===== src/rtl/uvq_pkg.sv =====
// Types and codes shared by the unique value queue core.
// Holds the word structs, the status and operation codes and the state encoding.
// No dependencies.
`default_nettype none

package uvq_pkg;

  localparam int unsigned VALUE_W = 31;

  typedef enum logic {
    OP_INSERT = 1'b0,
    OP_REMOVE = 1'b1
  } op_e;

  typedef enum logic [2:0] {
    ST_OK        = 3'd0,
    ST_NEGATIVE  = 3'd1,
    ST_DUPLICATE = 3'd2,
    ST_FULL      = 3'd3,
    ST_EMPTY     = 3'd4
  } status_e;

  typedef enum logic [1:0] {
    FSM_IDLE,
    FSM_SCAN,
    FSM_REMOVE,
    FSM_DONE
  } fsm_e;

  typedef struct packed {
    op_e                op;
    logic signed [31:0] value_in;
  } in_word_t;

  typedef struct packed {
    status_e              status;
    logic [VALUE_W-1:0]   value_out;
  } out_word_t;

endpackage : uvq_pkg

`default_nettype wire


===== src/rtl/unique_value_fifo_queue_core.sv =====
// Unique value FIFO queue core: entry memory, duplicate scan sequencer, output register.
// Depends on uvq_pkg for word structs, status codes and state encoding.
//
//   channel | signals                          | word
//   --------+----------------------------------+------------------------------
//   in      | in_valid_i  in_ready_o in_data_i   | in_word_t  (op, value_in)
//   out     | out_valid_o out_ready_i out_data_o | out_word_t (status, value_out)
//
// One word is processed at a time. An insert into a queue holding n entries reads
// the entry memory once per cycle, one held entry each, and stops early when a
// duplicate turns up. A negative value or any word on an empty queue reads no entry;
// a remove from a non-empty queue waits for the registered memory read.
// Reset clears the read and write indices, the fill count, the scan counters, the
// state and the valid flags; the memory, the scan index and data registers are not.
// A new word is taken while the previous result waits in the output register; the
// next result then holds in its done state until the output register is free.
`default_nettype none

module unique_value_fifo_queue_core
  import uvq_pkg::*;
#(
  parameter int unsigned QUEUE_DEPTH = 16
) (
  input  wire logic      clk_i,
  input  wire logic      rst_ni,
  input  wire logic      in_valid_i,
  output logic           in_ready_o,
  input  wire in_word_t  in_data_i,
  output logic           out_valid_o,
  input  wire logic      out_ready_i,
  output out_word_t      out_data_o
);

  localparam int unsigned IDX_W = (QUEUE_DEPTH > 1) ? $clog2(QUEUE_DEPTH) : 1;
  localparam int unsigned CNT_W = $clog2(QUEUE_DEPTH + 1);
  localparam logic [IDX_W-1:0] LAST_IDX = IDX_W'(QUEUE_DEPTH - 1);
  localparam logic [CNT_W-1:0] FULL_CNT = CNT_W'(QUEUE_DEPTH);

  function automatic logic [IDX_W-1:0] next_idx(input logic [IDX_W-1:0] idx);
    return (idx == LAST_IDX) ? '0 : idx + IDX_W'(1);
  endfunction

  fsm_e               state_q, state_d;
  logic [VALUE_W-1:0] val_q, val_d;
  logic [IDX_W-1:0]   rd_idx_q, rd_idx_d;
  logic [IDX_W-1:0]   wr_idx_q, wr_idx_d;
  logic [CNT_W-1:0]   fill_q, fill_d;
  logic [IDX_W-1:0]   scan_idx_q, scan_idx_d;
  logic [CNT_W-1:0]   iss_q, iss_d;
  logic [CNT_W-1:0]   cmp_q, cmp_d;
  logic               rd_vld_q, rd_vld_d;
  out_word_t          res_q, res_d;
  logic               out_valid_q, out_valid_d;
  out_word_t          out_q, out_d;

  logic [VALUE_W-1:0] mem [QUEUE_DEPTH];
  logic [VALUE_W-1:0] rd_data_q;
  logic               rd_en;
  logic [IDX_W-1:0]   rd_addr;
  logic               wr_en;
  logic [IDX_W-1:0]   wr_addr;
  logic [VALUE_W-1:0] wr_data;

  always_ff @(posedge clk_i) begin
    if (wr_en) begin
      mem[wr_addr] <= wr_data;
    end
    if (rd_en) begin
      rd_data_q <= mem[rd_addr];
    end
  end

  always_comb begin
    state_d     = state_q;
    val_d       = val_q;
    rd_idx_d    = rd_idx_q;
    wr_idx_d    = wr_idx_q;
    fill_d      = fill_q;
    scan_idx_d  = scan_idx_q;
    iss_d       = iss_q;
    cmp_d       = cmp_q;
    rd_vld_d    = 1'b0;
    res_d       = res_q;
    out_valid_d = out_valid_q;
    out_d       = out_q;
    rd_en       = 1'b0;
    rd_addr     = scan_idx_q;
    wr_en       = 1'b0;
    wr_addr     = wr_idx_q;
    wr_data     = val_q;
    in_ready_o  = (state_q == FSM_IDLE);

    // drop the delivered word
    if (out_valid_q && out_ready_i) begin
      out_valid_d = 1'b0;
    end

    unique case (state_q)
      FSM_IDLE: begin
        if (in_valid_i) begin
          val_d = in_data_i.value_in[VALUE_W-1:0];
          if (in_data_i.op == OP_INSERT) begin
            if (in_data_i.value_in[31]) begin
              res_d   = '{status: ST_NEGATIVE, value_out: '0};
              state_d = FSM_DONE;
            end else if (fill_q == '0) begin
              wr_en    = 1'b1;
              wr_data  = in_data_i.value_in[VALUE_W-1:0];
              wr_idx_d = next_idx(wr_idx_q);
              fill_d   = fill_q + CNT_W'(1);
              res_d    = '{status: ST_OK, value_out: in_data_i.value_in[VALUE_W-1:0]};
              state_d  = FSM_DONE;
            end else begin
              rd_en      = 1'b1;
              rd_addr    = rd_idx_q;
              rd_vld_d   = 1'b1;
              scan_idx_d = next_idx(rd_idx_q);
              iss_d      = CNT_W'(1);
              cmp_d      = '0;
              state_d    = FSM_SCAN;
            end
          end else begin
            if (fill_q == '0) begin
              res_d   = '{status: ST_EMPTY, value_out: '0};
              state_d = FSM_DONE;
            end else begin
              rd_en    = 1'b1;
              rd_addr  = rd_idx_q;
              rd_vld_d = 1'b1;
              state_d  = FSM_REMOVE;
            end
          end
        end
      end

      FSM_SCAN: begin
        // keep one read in flight per cycle until every held entry is issued
        if (iss_q < fill_q) begin
          rd_en      = 1'b1;
          rd_addr    = scan_idx_q;
          rd_vld_d   = 1'b1;
          scan_idx_d = next_idx(scan_idx_q);
          iss_d      = iss_q + CNT_W'(1);
        end
        if (rd_vld_q) begin
          if (rd_data_q == val_q) begin
            res_d   = '{status: ST_DUPLICATE, value_out: '0};
            state_d = FSM_DONE;
          end else if (cmp_q + CNT_W'(1) == fill_q) begin
            if (fill_q == FULL_CNT) begin
              res_d = '{status: ST_FULL, value_out: '0};
            end else begin
              wr_en    = 1'b1;
              wr_idx_d = next_idx(wr_idx_q);
              fill_d   = fill_q + CNT_W'(1);
              res_d    = '{status: ST_OK, value_out: val_q};
            end
            state_d = FSM_DONE;
          end else begin
            cmp_d = cmp_q + CNT_W'(1);
          end
        end
      end

      FSM_REMOVE: begin
        res_d    = '{status: ST_OK, value_out: rd_data_q};
        rd_idx_d = next_idx(rd_idx_q);
        fill_d   = fill_q - CNT_W'(1);
        state_d  = FSM_DONE;
      end

      FSM_DONE: begin
        // hold until the output register is free
        if (!out_valid_q || out_ready_i) begin
          out_d       = res_q;
          out_valid_d = 1'b1;
          state_d     = FSM_IDLE;
        end
      end

      default: begin
        state_d = FSM_IDLE;
      end
    endcase
  end

  always_ff @(posedge clk_i or negedge rst_ni) begin
    if (!rst_ni) begin
      state_q     <= FSM_IDLE;
      rd_idx_q    <= '0;
      wr_idx_q    <= '0;
      fill_q      <= '0;
      iss_q       <= '0;
      cmp_q       <= '0;
      rd_vld_q    <= 1'b0;
      out_valid_q <= 1'b0;
    end else begin
      state_q     <= state_d;
      rd_idx_q    <= rd_idx_d;
      wr_idx_q    <= wr_idx_d;
      fill_q      <= fill_d;
      iss_q       <= iss_d;
      cmp_q       <= cmp_d;
      rd_vld_q    <= rd_vld_d;
      out_valid_q <= out_valid_d;
    end
  end

  always_ff @(posedge clk_i) begin
    val_q      <= val_d;
    scan_idx_q <= scan_idx_d;
    res_q      <= res_d;
    out_q      <= out_d;
  end

  assign out_valid_o = out_valid_q;
  assign out_data_o  = out_q;

  a_fill_bound: assert property (@(posedge clk_i) disable iff (!rst_ni)
    fill_q <= FULL_CNT)
    else $error("fill count above queue depth");

  a_idx_align: assert property (@(posedge clk_i) disable iff (!rst_ni)
    (fill_q == '0 || fill_q == FULL_CNT) |-> (rd_idx_q == wr_idx_q))
    else $error("indices disagree with fill count");

  a_err_zero: assert property (@(posedge clk_i) disable iff (!rst_ni)
    (out_valid_o && out_data_o.status != ST_OK) |-> (out_data_o.value_out == '0))
    else $error("error word carries a value");

  a_scan_count: assert property (@(posedge clk_i) disable iff (!rst_ni)
    (state_q == FSM_SCAN) |-> (cmp_q < fill_q && iss_q <= fill_q))
    else $error("scan counters out of range");

endmodule : unique_value_fifo_queue_core

`default_nettype wire


===== config.mk =====
export PLATFORM = sky130hd
export DESIGN_NAME = unique_value_fifo_queue_core
export DESIGN_NICKNAME = d
export VERILOG_FILES = /design/src/rtl/uvq_pkg.sv /design/src/rtl/unique_value_fifo_queue_core.sv
export SDC_FILE = /design/constraint.sdc
export NUM_CORES = 1
export LEC_CHECK = 0
export BUFFER_PORTS_ARGS = -buffer_cell sky130_fd_sc_hd__clkbuf_2
export CORE_ASPECT_RATIO = 1.1
export CORE_MARGIN = 10
export CORE_UTILIZATION = 38
export DETAILED_ROUTE_END_ITERATION = 6
export GPL_TIMING_DRIVEN = 1
export SYNTH_ARGS = -nofsm -noshare
export SYNTH_HDL_FRONTEND = slang
export SYNTH_SLANG_ARGS = --single-unit
export TNS_END_PERCENT = 5

===== constraint.sdc =====
create_clock -name clk_i -period 7.9 [get_ports clk_i]
set_clock_uncertainty 0.15 [all_clocks]
set_input_delay 1.185 -clock clk_i [delete_from_list [all_inputs] [get_ports clk_i]]
set_output_delay 1.185 -clock clk_i [all_outputs]
set_load 0.01 [all_outputs]

# Word level (Yosys, flattened, before mapping)
# Memories as Yosys holds them, arrays and structs flattened. A register that Yosys moved wholly into a read port is not among the register bits.
# Cells that the tools add are included.
[totals]
wordCells = 153
output_inout_bits = 36
ramBits = 496
memories = 1
in_bits = 37
register_bits = 130
[mem_list]
columns = ["memory", "words", "word_bits", "rd", "rd_ports_with_merged_regs", "wr", "line_no", "source"]
rows = [
  ["mem", 16, 31, 1, 1, 1, "unique_value_fifo_queue_core.sv:56", "logic [VALUE_W-1:0] mem [QUEUE_DEPTH];"],
]
[op_classes]
n_addsub = 7
reduce_logical = 15
n_eq_ne = 24
n_lt_le_gt_ge = 1
n_mux = 91
[op_table]
columns = ["operator", "count"]
rows = [
  ["$mux W34", 8],
  ["$mux W31", 5],
  ["$pmux W34 S3", 1],
  ["$mux W5", 20],
  ["$mux W4", 21],
  ["$mux W33", 1],
  ["$eq A31 B31 Y1", 1],
  ["$ne A2 B2 Y1 const B", 11],
  ["$pmux W5 S2", 2],
  ["$mux W1", 19],
  ["$reduce_and A9 Y1", 2],
  ["$mux W2", 8],
  ["$pmux W4 S2", 2],
  ["$add A5 B1 Y5 const B", 3],
  ["$pmux W5 S3", 1],
  ["$add A4 B1 Y4 const B", 3],
  ["$eq A4 B4 Y1 const B", 3],
  ["$reduce_and A6 Y1", 2],
  ["$pmux W2 S4", 1],
  ["$reduce_and A8 Y1", 1],
  ["$eq A5 B5 Y1", 1],
  ["$eq A5 B5 Y1 const B", 1],
  ["$logic_not A5 Y1", 1],
  ["$lt A5 B5 Y1", 1],
  ["16 further kinds", 19],
]

# Logic depth before layout (Yosys ltp)
# Gate-level depths: netlist (run 1).
[logic_depth]
word_depth = 8
ltp_mapped = 11
mapped_depth_nobuf = 10

# Worst setup path after synthesis (run 1)
# No wires, ideal clock.
[synth_timing]
path_kind = "in2reg"
startpoint = "input in_valid_i"
endpoint = "memory mem[0][0] (enable)"
path_slack_ns = 1.076
setup_ns = 0.508
path_stages = 6
t_arrival_ns = 6.166
path_buffers = 1
path_cell_list = "and2_1 -> nand3_1 -> inv_1 -> a31oi_1 -> clkbuf_1 -> nor4b_1"
[synth_via]
elab_chain_cells = 4
[synth_lines]
columns = ["item", "line_no", "source"]
rows = [
  ["from (decl)", "unique_value_fifo_queue_core.sv:26", "input wire logic in_valid_i,"],
  ["$mux W1", "unique_value_fifo_queue_core.sv:100", "if (in_valid_i) begin"],
  ["$pmux W1 S2", "unique_value_fifo_queue_core.sv:98", "unique case (state_q)"],
  ["$mux W1", "unique_value_fifo_queue_core.sv:65", "if (wr_en) begin"],
  ["$mux W1 (not written as such)", "unique_value_fifo_queue_core.sv:66", "mem[wr_addr] <= wr_data;"],
  ["to (decl)", "unique_value_fifo_queue_core.sv:56", ""],
]
# Every way passes these cells.

# Worst setup path in the final report (run 1)
[layout_timing]
startpoint = "register state_q[0]"
endpoint = "register rd_data_q[7], read port of mem, data pin"
[layout_via]
elab_chain_cells = 2
[layout_lines]
columns = ["item", "line_no", "source"]
rows = [
  ["from (decl)", "unique_value_fifo_queue_core.sv:43", "fsm_e state_q, state_d;"],
  ["from (signal assigned)", "unique_value_fifo_queue_core.sv:198", "state_q <= state_d;"],
  ["$eq A2 B1 Y1 / $logic_not A2 Y1 (equally long branches)", "unique_value_fifo_queue_core.sv:98", ""],
  ["$pmux W1 S2 / $mux W4 (equally long branches)", "--", ""],
  ["to (decl)", "unique_value_fifo_queue_core.sv:57", "logic [VALUE_W-1:0] rd_data_q;"],
]
# Parallel ways exist; a longest one is shown, timed or not.
# A chain may end at the register's enable or synchronous reset.

==> results of run 1 <==
sequential cells by signal, indices dropped and copies added (netlist names):
signal	cells
mem	496
out_data_o	34
res_q	34
rd_data_q	31
val_q	31
cmp_q	5
fill_q	5
iss_q	5
rd_idx_q	4
scan_idx_q	4
wr_addr	4
state_q	2
out_valid_o	1
rd_vld_q	1
layout by cell type, fill, tap and decap left out, types with 9 or more instances in the layout:
master / Yosys / final
ha_1: 20 / 19
and3_1: 34 / 34
xnor2_1: 43 / 43
a21oi_1: 18 / 17
clkbuf_2: 0 / 72
dfrtp_1: 27 / 27
clkbuf_16: 0 / 70
mux2i_1: 255 / 254
clkinv_1: 0 / 17
nor2_1: 20 / 18
inv_1: 17 / 17
edfxtp_1: 630 / 630
nand2_1: 111 / 111
a221o_1: 31 / 31
o21ai_0: 10 / 9
buf_4: 1 / 44
or4_1: 32 / 32
nand3_1: 11 / 10
o22ai_1: 125 / 125
clkbuf_1: 61 / 17
per-layer routing:
layer / track usage / up-vias
met5: 0 / -
met4: 0.04826 / 8
met3: 0.03805 / 137
met2: 0.2633 / 548
met1: 0.2189 / 7580
li1: - / 6504
area by class of cell:
class                           instances  area, µm²  share of cell area
Clock buffer                           88       1829             0.06026
Tap cell                              927       1160             0.03821
Inverter                               17      63.81            0.002102
Antenna cell                            1      2.502          0.00008244
Sequential cell                       657      19590              0.6455
Clock inverter                         33      276.5            0.009109
Timing Repair Buffer                  121      790.8             0.02605
Multi-Input combinational cell        820       6639              0.2187
how the worst max path moves through the flow:
stage,from,endpoint,slack (ns),cells after the start
floorplan,in_valid_i,mem[0][0],1.08,6
global route,state_q[1],rd_data_q[12],2.42,9
global placement,in_valid_i,rd_data_q[0],2.34,9
detailed placement,in_valid_i,rd_data_q[4],2.25,9
finish,state_q[0],rd_data_q[7],2.69,10
CTS,state_q[0],rd_data_q[7],2.67,10
cells by family after synthesis:
| family | share of synthesized area |
|---|---|
| AOI/OAI and AO/OA | 0.06003 |
| DFF | 0.7449 |
| xor gates and xnor gates | 0.01598 |
| buffers and inverters | 0.01603 |
| muxes | 0.1005 |
| and+or+nand+nor | 0.05237 |
| adders and majority gates | 0.01027 |
stage by stage:
stage,hold WS (ns),util,std cells,area (µm²),power (mW)
after detailed placement,0.2545,0.4101,2542,28250,8.133
after global placement,0.2527,0.4101,2542,28250,8.069
after CTS,0.2679,0.4407,2663,30350,11.20
after floorplan,0.2503,-,1582,26310,6.926
after global routing,0.2729,0.4407,2663,30350,11.61
final,0.2673,0.4407,2664,30360,11.13
power groups by stage:
stage,sequential (mW),combinational [mW],clock [mW]
finish,4.78,3.29,3.06
global route,4.82,3.53,3.26
CTS,4.78,3.29,3.12
detailed placement,4.85,3.28,0
global placement,4.84,3.23,0
floorplan,4.73,2.19,0
==> summary.md, run 1 <==
| Metric | Value |
|---|---|
| Number of setup violations in the final report | 0 |
| Synth-to-Final Area Change | 15.40% |
| Hold_sp | res_q[0] |
| Vias per cell | 5.547 |
| CTS resizes | 0 |
| Critical Path Max Stage Delay | 0.94 ns |
| PD cells | 366.8 nW/µm² |
| Normalized max-slew margin | 0.1712 |
| Sequential share of power | 0.429 |
| Crit-path most repeated cell | buf_12 |
| Core ar. | 68870 µm² |
| Synth Warn # | 0 |
| Slew @ Worst Pin | 1.238 ns |
| Crit path buffers/inverters | 3 |
| Root Driver | clkbuf_16 |
| Pre-Repair DR Iteration Count | 5 |
| Post-synth top cells | edfxtp_1 (630), mux2i_1 (255), o22ai_1 (125) |
| GRT Util Overall | 0.1637 |
| Fin nets | 1744 |
| Lkg Pwr | 10.81 nW |
| Post-synth top area share | 0.7192 |
| Initial core utilization | 0.3819 |
| Maximum VDD drop | 0.0002301 V |
| CP delay by family, top | simple AND/OR/NAND/NOR gates |
| R2R cell count | 10 |
| Final period util | 0.6598 |
| Crit path capture type | flip-flop |
| Net Sw Power | 3.626 mW |
| R2r startpoint | state_q[0] |
| Final Hold Viols | 0 |
| Yosys reg bits | 657 |
| Hold crit path type | reg2reg |
| Post-CTS Setup Inserts | 0 |
| Asr flop ratio synth | 0.04110 |
| Minimum clock period | 5.212 ns |
| Average size of a mapped cell | 16.63 µm² |
| ANT nets after route | 0 |
| DP HPWL | 37.92 mm |
| Critical path, cell by cell | inv_1, ha_1, and2_2, o211ai_4, mux2i_4, buf_12, buf_12, mux2i_1, o22ai_1, or4_1 |
| Worst setup margin | 2.688 ns |
| Initial antenna violation count | 4 |
| Setup TNS | 0 ns |
| Clock transition at the registers of the reported paths | 0.06 ns |
| Top-count cell post-synth | edfxtp_1 |
| DP Worst Slack | 2.247 ns |
| Starting DRT DRC Count | 1377 |
| Number of buffers added on ports | 72 |
| Mapped Nets | 1640 |
| Ports | 73 |
| Std cell rows | 101 |
| Met2 routed WL | 31.36 mm |
| Share of layout cells above drive strength 1 | 0.1463 |
| Max Root-Sink Buffers | 3 |
| Die footprint | 80160 µm² |
| Vias after detailed routing | 14.78k |
| RSZ-0062 raised after global routing | false |
| Register area share after synthesis | 0.7449 |
| Peak Freq | 191.9 MHz |
| Post-synth top area cell | edfxtp_1 |
| Internal Power | 7.507 mW |
| Final slew viol count | 0 |
| GPL Wtd Cong | 0.7693 |
| Hold Path Stages | 0 |
| Die height | 295.9 µm |
| Worst R2R End | rd_data_q[7] |
| Hold-fix buffers, CTS | 0 |
| Critical path class | reg2reg |
| Largest cells by area after synthesis | edfxtp_1 (72%), mux2i_1 (9.7%), o22ai_1 (3.0%) |
| Required @ worst endpoint | 8.07 ns |
| Worst EP arrival | 5.38 ns |
| CP Launch Type | flip-flop |
| Fill count | 5968 |
| M1 WL | 28.40 mm |
| Syn Inst Count | 1582 |
| Wire per inst | 24.98 µm |
| Reg2Reg Setup Slack | 2.69 ns |
| H-Tree Depth | 3 |
| Sw frac | 0.3257 |
| Outcome | completed |
| First-pass GRT wire length | 97.23 mm |
| CTS tree | built |
| Largest net degree at the start of global routing | 90 |
| Clock sink count | 657 |
| Die width | 270.9 µm |
| Synth cell types | 53 |
| DRC | 0 |
| Ys flop type | edfxtp_1 |
| Slowest cell on crit path | and2_2 |
| Combinational share of power | 0.296 |
| Overflow after GRT | 0 |
| Clock share of power | 0.275 |
| Num CTS Buffers | 69 |
| Mapped Area | 26310 µm² |
| EDFF count, synth | 630 |
| Final wirelength | 66.54 mm |
| Max Cap Violations | 0 |
| Hold path endpoint | out_data_o[0] |
| Met3 routed WL | 4.963 mm |
| CP max FO | 47 |
| Vias in the first global route | 14.55k |
| Worst skew pair latency | 0.61 ns |
| Highest routed layer | met5 |
No activity file was read; power rests on OpenSTA's default activity.
==> run 2, diff against run 1 <==
- clock period: 7.9 -> 5.4 ns (I/O delays scaled with it)
==> run 2 against run 1 <==
Effect of this change: global-route usage up 0.75 points; sequential share of layout area about the same; count of clock-buffer cells in the layout down 4; critical path type unchanged; via count down 0.70%; worst setup slack worse by 1.6 ns; fmax up 20%.
==> summary.md, run 2 (synthesis gave the netlist of run 1 again) <==
| Metric | Value |
|---|---|
| Outcome | completed |
| Required @ worst endpoint | 5.59 ns (-2.48 ns) |
| Commonest non-fill, non-tap cell in the layout | edfxtp_1 |
| Worst R2R End | rd_data_q[17] |
| Largest Register | mem |
| Initial antenna violation count | 2 (-2) |
| Die width | 270.9 µm (unchanged) |
| R2R cell count | 8 (-2) |
| H-Tree Depth | 3 (unchanged) |
| Max Root-Sink Buffers | 3 (unchanged) |
| DRC | 0 (unchanged) |
| Core ar. | 68870 µm² (unchanged) |
| Overflow after GRT | 0 (unchanged) |
| RSZ-0062 raised after global routing | false |
| Hold crit path type | in2async |
| Number of setup violations in the final report | 0 (unchanged) |
| Placed instance area | 28230 µm² (about the same) |
| Die height | 295.9 µm (unchanged) |
| Number of buffers added on ports | 72 (unchanged) |
| Worst hold margin | 0.1256 ns (-0.1417 ns) |
| PD cells | 540.7 nW/µm² (+47%) |
| Wire per inst | 26.11 µm (+4.5%) |
| Final non-filler cell total | 2664 (unchanged) |
| DP Worst Slack | 1.054 ns (-1.193 ns) |
| Critical Path Max Stage Delay | 0.73 ns (-0.21 ns) |
| Final period util | 0.8050 (+0.1452) |
| First-pass GRT wire length | 100.7 mm (+3.6%) |
| Maximum VDD drop | 0.0004141 V (+80%) |
| Slew @ Worst Pin | 1.157 ns (-0.08088 ns) |
| Clock transition at the registers of the reported paths | 0.06 ns (about the same) |
| Ports | 73 (unchanged) |
| Std cell rows | 101 (unchanged) |
| Starting DRT DRC Count | 1635 (+19%) |
| Commonest non-fill, non-tap cells in the layout | edfxtp_1 (630), mux2i_1 (254), o22ai_1 (125) |
| Num CTS Buffers | 69 (unchanged) |
| Final core occ | 0.4410 (about the same) |
| Max Cap Violations | 0 (unchanged) |
| CP Launch Type | flip-flop |
| Initial core utilization | 0.3819 (unchanged) |
| Slowest cell on crit path | o211ai_4 |
| CP max FO | 68 (+45%) |
| Setup TNS | 0 ns (unchanged) |
| Post-CTS Setup Inserts | 0 (unchanged) |
| Hold-fix buffers, CTS | 0 (unchanged) |
| Worst setup margin | 1.053 ns (-1.635 ns) |
| Cell area after layout | 30370 µm² (about the same) |
| GRT Util Overall | 0.1712 (+0.007502) |
| DP HPWL | 37.02 mm (-2.4%) |
| Synth-to-Final Area Change | 15.46% (about the same) |
| Pre-Repair DR Iteration Count | 5 (unchanged) |
| Worst EP arrival | 4.54 ns (-0.84 ns) |
| Lkg Pwr | 10.83 nW (+0.20%) |
| Worst skew pair latency | 0.61 ns (about the same) |
| CTS resizes | 0 (unchanged) |
| Critical path, cell by cell | or4_4, o211ai_4, mux2i_4, buf_4, buf_12, mux2i_1, o22ai_1, or4_1 |
| GPL Wtd Cong | 0.7832 (+1.8%) |
| Vias per cell | 5.508 (-0.70%) |
| ANT nets after route | 0 (unchanged) |
| Max FFs per register | 496 (unchanged) |
| Peak Freq | 230.0 MHz (+20%) |
| R2r startpoint | fill_q[0] |
| Final slew viol count | 0 (unchanged) |
| Largest net degree at the start of global routing | 107 (+19%) |
| Share of layout cells above drive strength 1 | 0.1526 (+0.006336) |
| Root Driver | clkbuf_16 |
| Clock sink count | 657 (unchanged) |
| Crit path buffers/inverters | 2 (-1) |
| Cells after DPL | 2540 (-0.079%) |
| Total power | 16.42 mW (+47%) |
| Final wirelength | 69.56 mm (+4.5%) |
| Crit path capture type | flip-flop |
| Minimum clock period | 4.347 ns (-0.8651 ns) |
| CTS tree | built |
| Fill count | 6006 (+0.64%) |
| Critical path class | reg2reg |
| Fin nets | 1742 (-0.11%) |
| Vias in the first global route | 14.70k (+1.0%) |
| Final Hold Viols | 0 (unchanged) |
| Reg2Reg Setup Slack | 1.05 ns (-1.63 ns) |
| Die footprint | 80160 µm² (unchanged) |
| Vias after detailed routing | 14.67k (-0.70%) |
| Normalized max-slew margin | 0.2276 (+0.05638) |
| CP delay by family, top | simple AND/OR/NAND/NOR gates |
[run 2: cell types whose count changed in the layout (fill, tap and decap cells not counted), sizes merged]
cell,delta
bufinv,-1
clkinvlp,+2
inv,-1
clkbuf,-4
buf,-2
clkinv,+6
[run 2: area by class of cell]
class | instances | area, µm² | share of cell area
flip-flops and latches | 657 | 19590 | 0.6451
multi-input cells | 820 | 6639 | 0.2186
clock buffers | 84 | 1847 | 0.06081
well taps | 927 | 1160 | 0.03819
repair buffers | 119 | 775.7 | 0.02554
clock inverters | 39 | 290.3 | 0.009558
inverters | 17 | 63.81 | 0.002101
diodes | 1 | 2.502 | 0.00008239
[run 2: per-layer routing]
layer | track usage | vias up | wire length (µm)
met1 | 0.2253 | 7501 | 29470
met4 | 0.04975 | 2 | 1566
li1 | - | 6502 | -
met3 | 0.03749 | 111 | 5128
met2 | 0.2817 | 557 | 33380
met5 | 0 | - | 11
[run 2: worst reg2reg max path, stage by stage (launching register included)]
cell	delay, ns
dfrtp_1	0.45
or4_4	0.59
o211ai_4	0.74
mux2i_4	0.40
buf_4	0.34
buf_12	0.41
mux2i_1	0.37
o22ai_1	0.10
or4_1	0.54
[run 2: worst max path at each step]
stage | start | endpoint | slack (ns) | cells past startpoint
2_1_floorplan | state_q[0] | mem[0][0] | -1.07 | 8
3_5_place_dp | fill_q[0] | rd_data_q[17] | 1.05 | 8
6_report | fill_q[0] | rd_data_q[17] | 1.05 | 8
3_3_place_gp | fill_q[0] | rd_data_q[17] | 1.16 | 8
4_1_cts | fill_q[0] | rd_data_q[17] | 1.04 | 8
5_1_grt | fill_q[0] | rd_data_q[17] | 0.80 | 8
[run 2: report_power, final]
| group | internal (mW) | switching (mW) | leakage, nW | total, mW |
|---|---|---|---|---|
| Combinational | 1.87 | 3.05 | 3.71 | 4.93 |
| Sequential | 6.54 | 0.436 | 6.06 | 6.97 |
| Clock | 2.59 | 1.94 | 1.05 | 4.52 |
| Total | 11.0 | 5.43 | 10.8 | 16.4 |
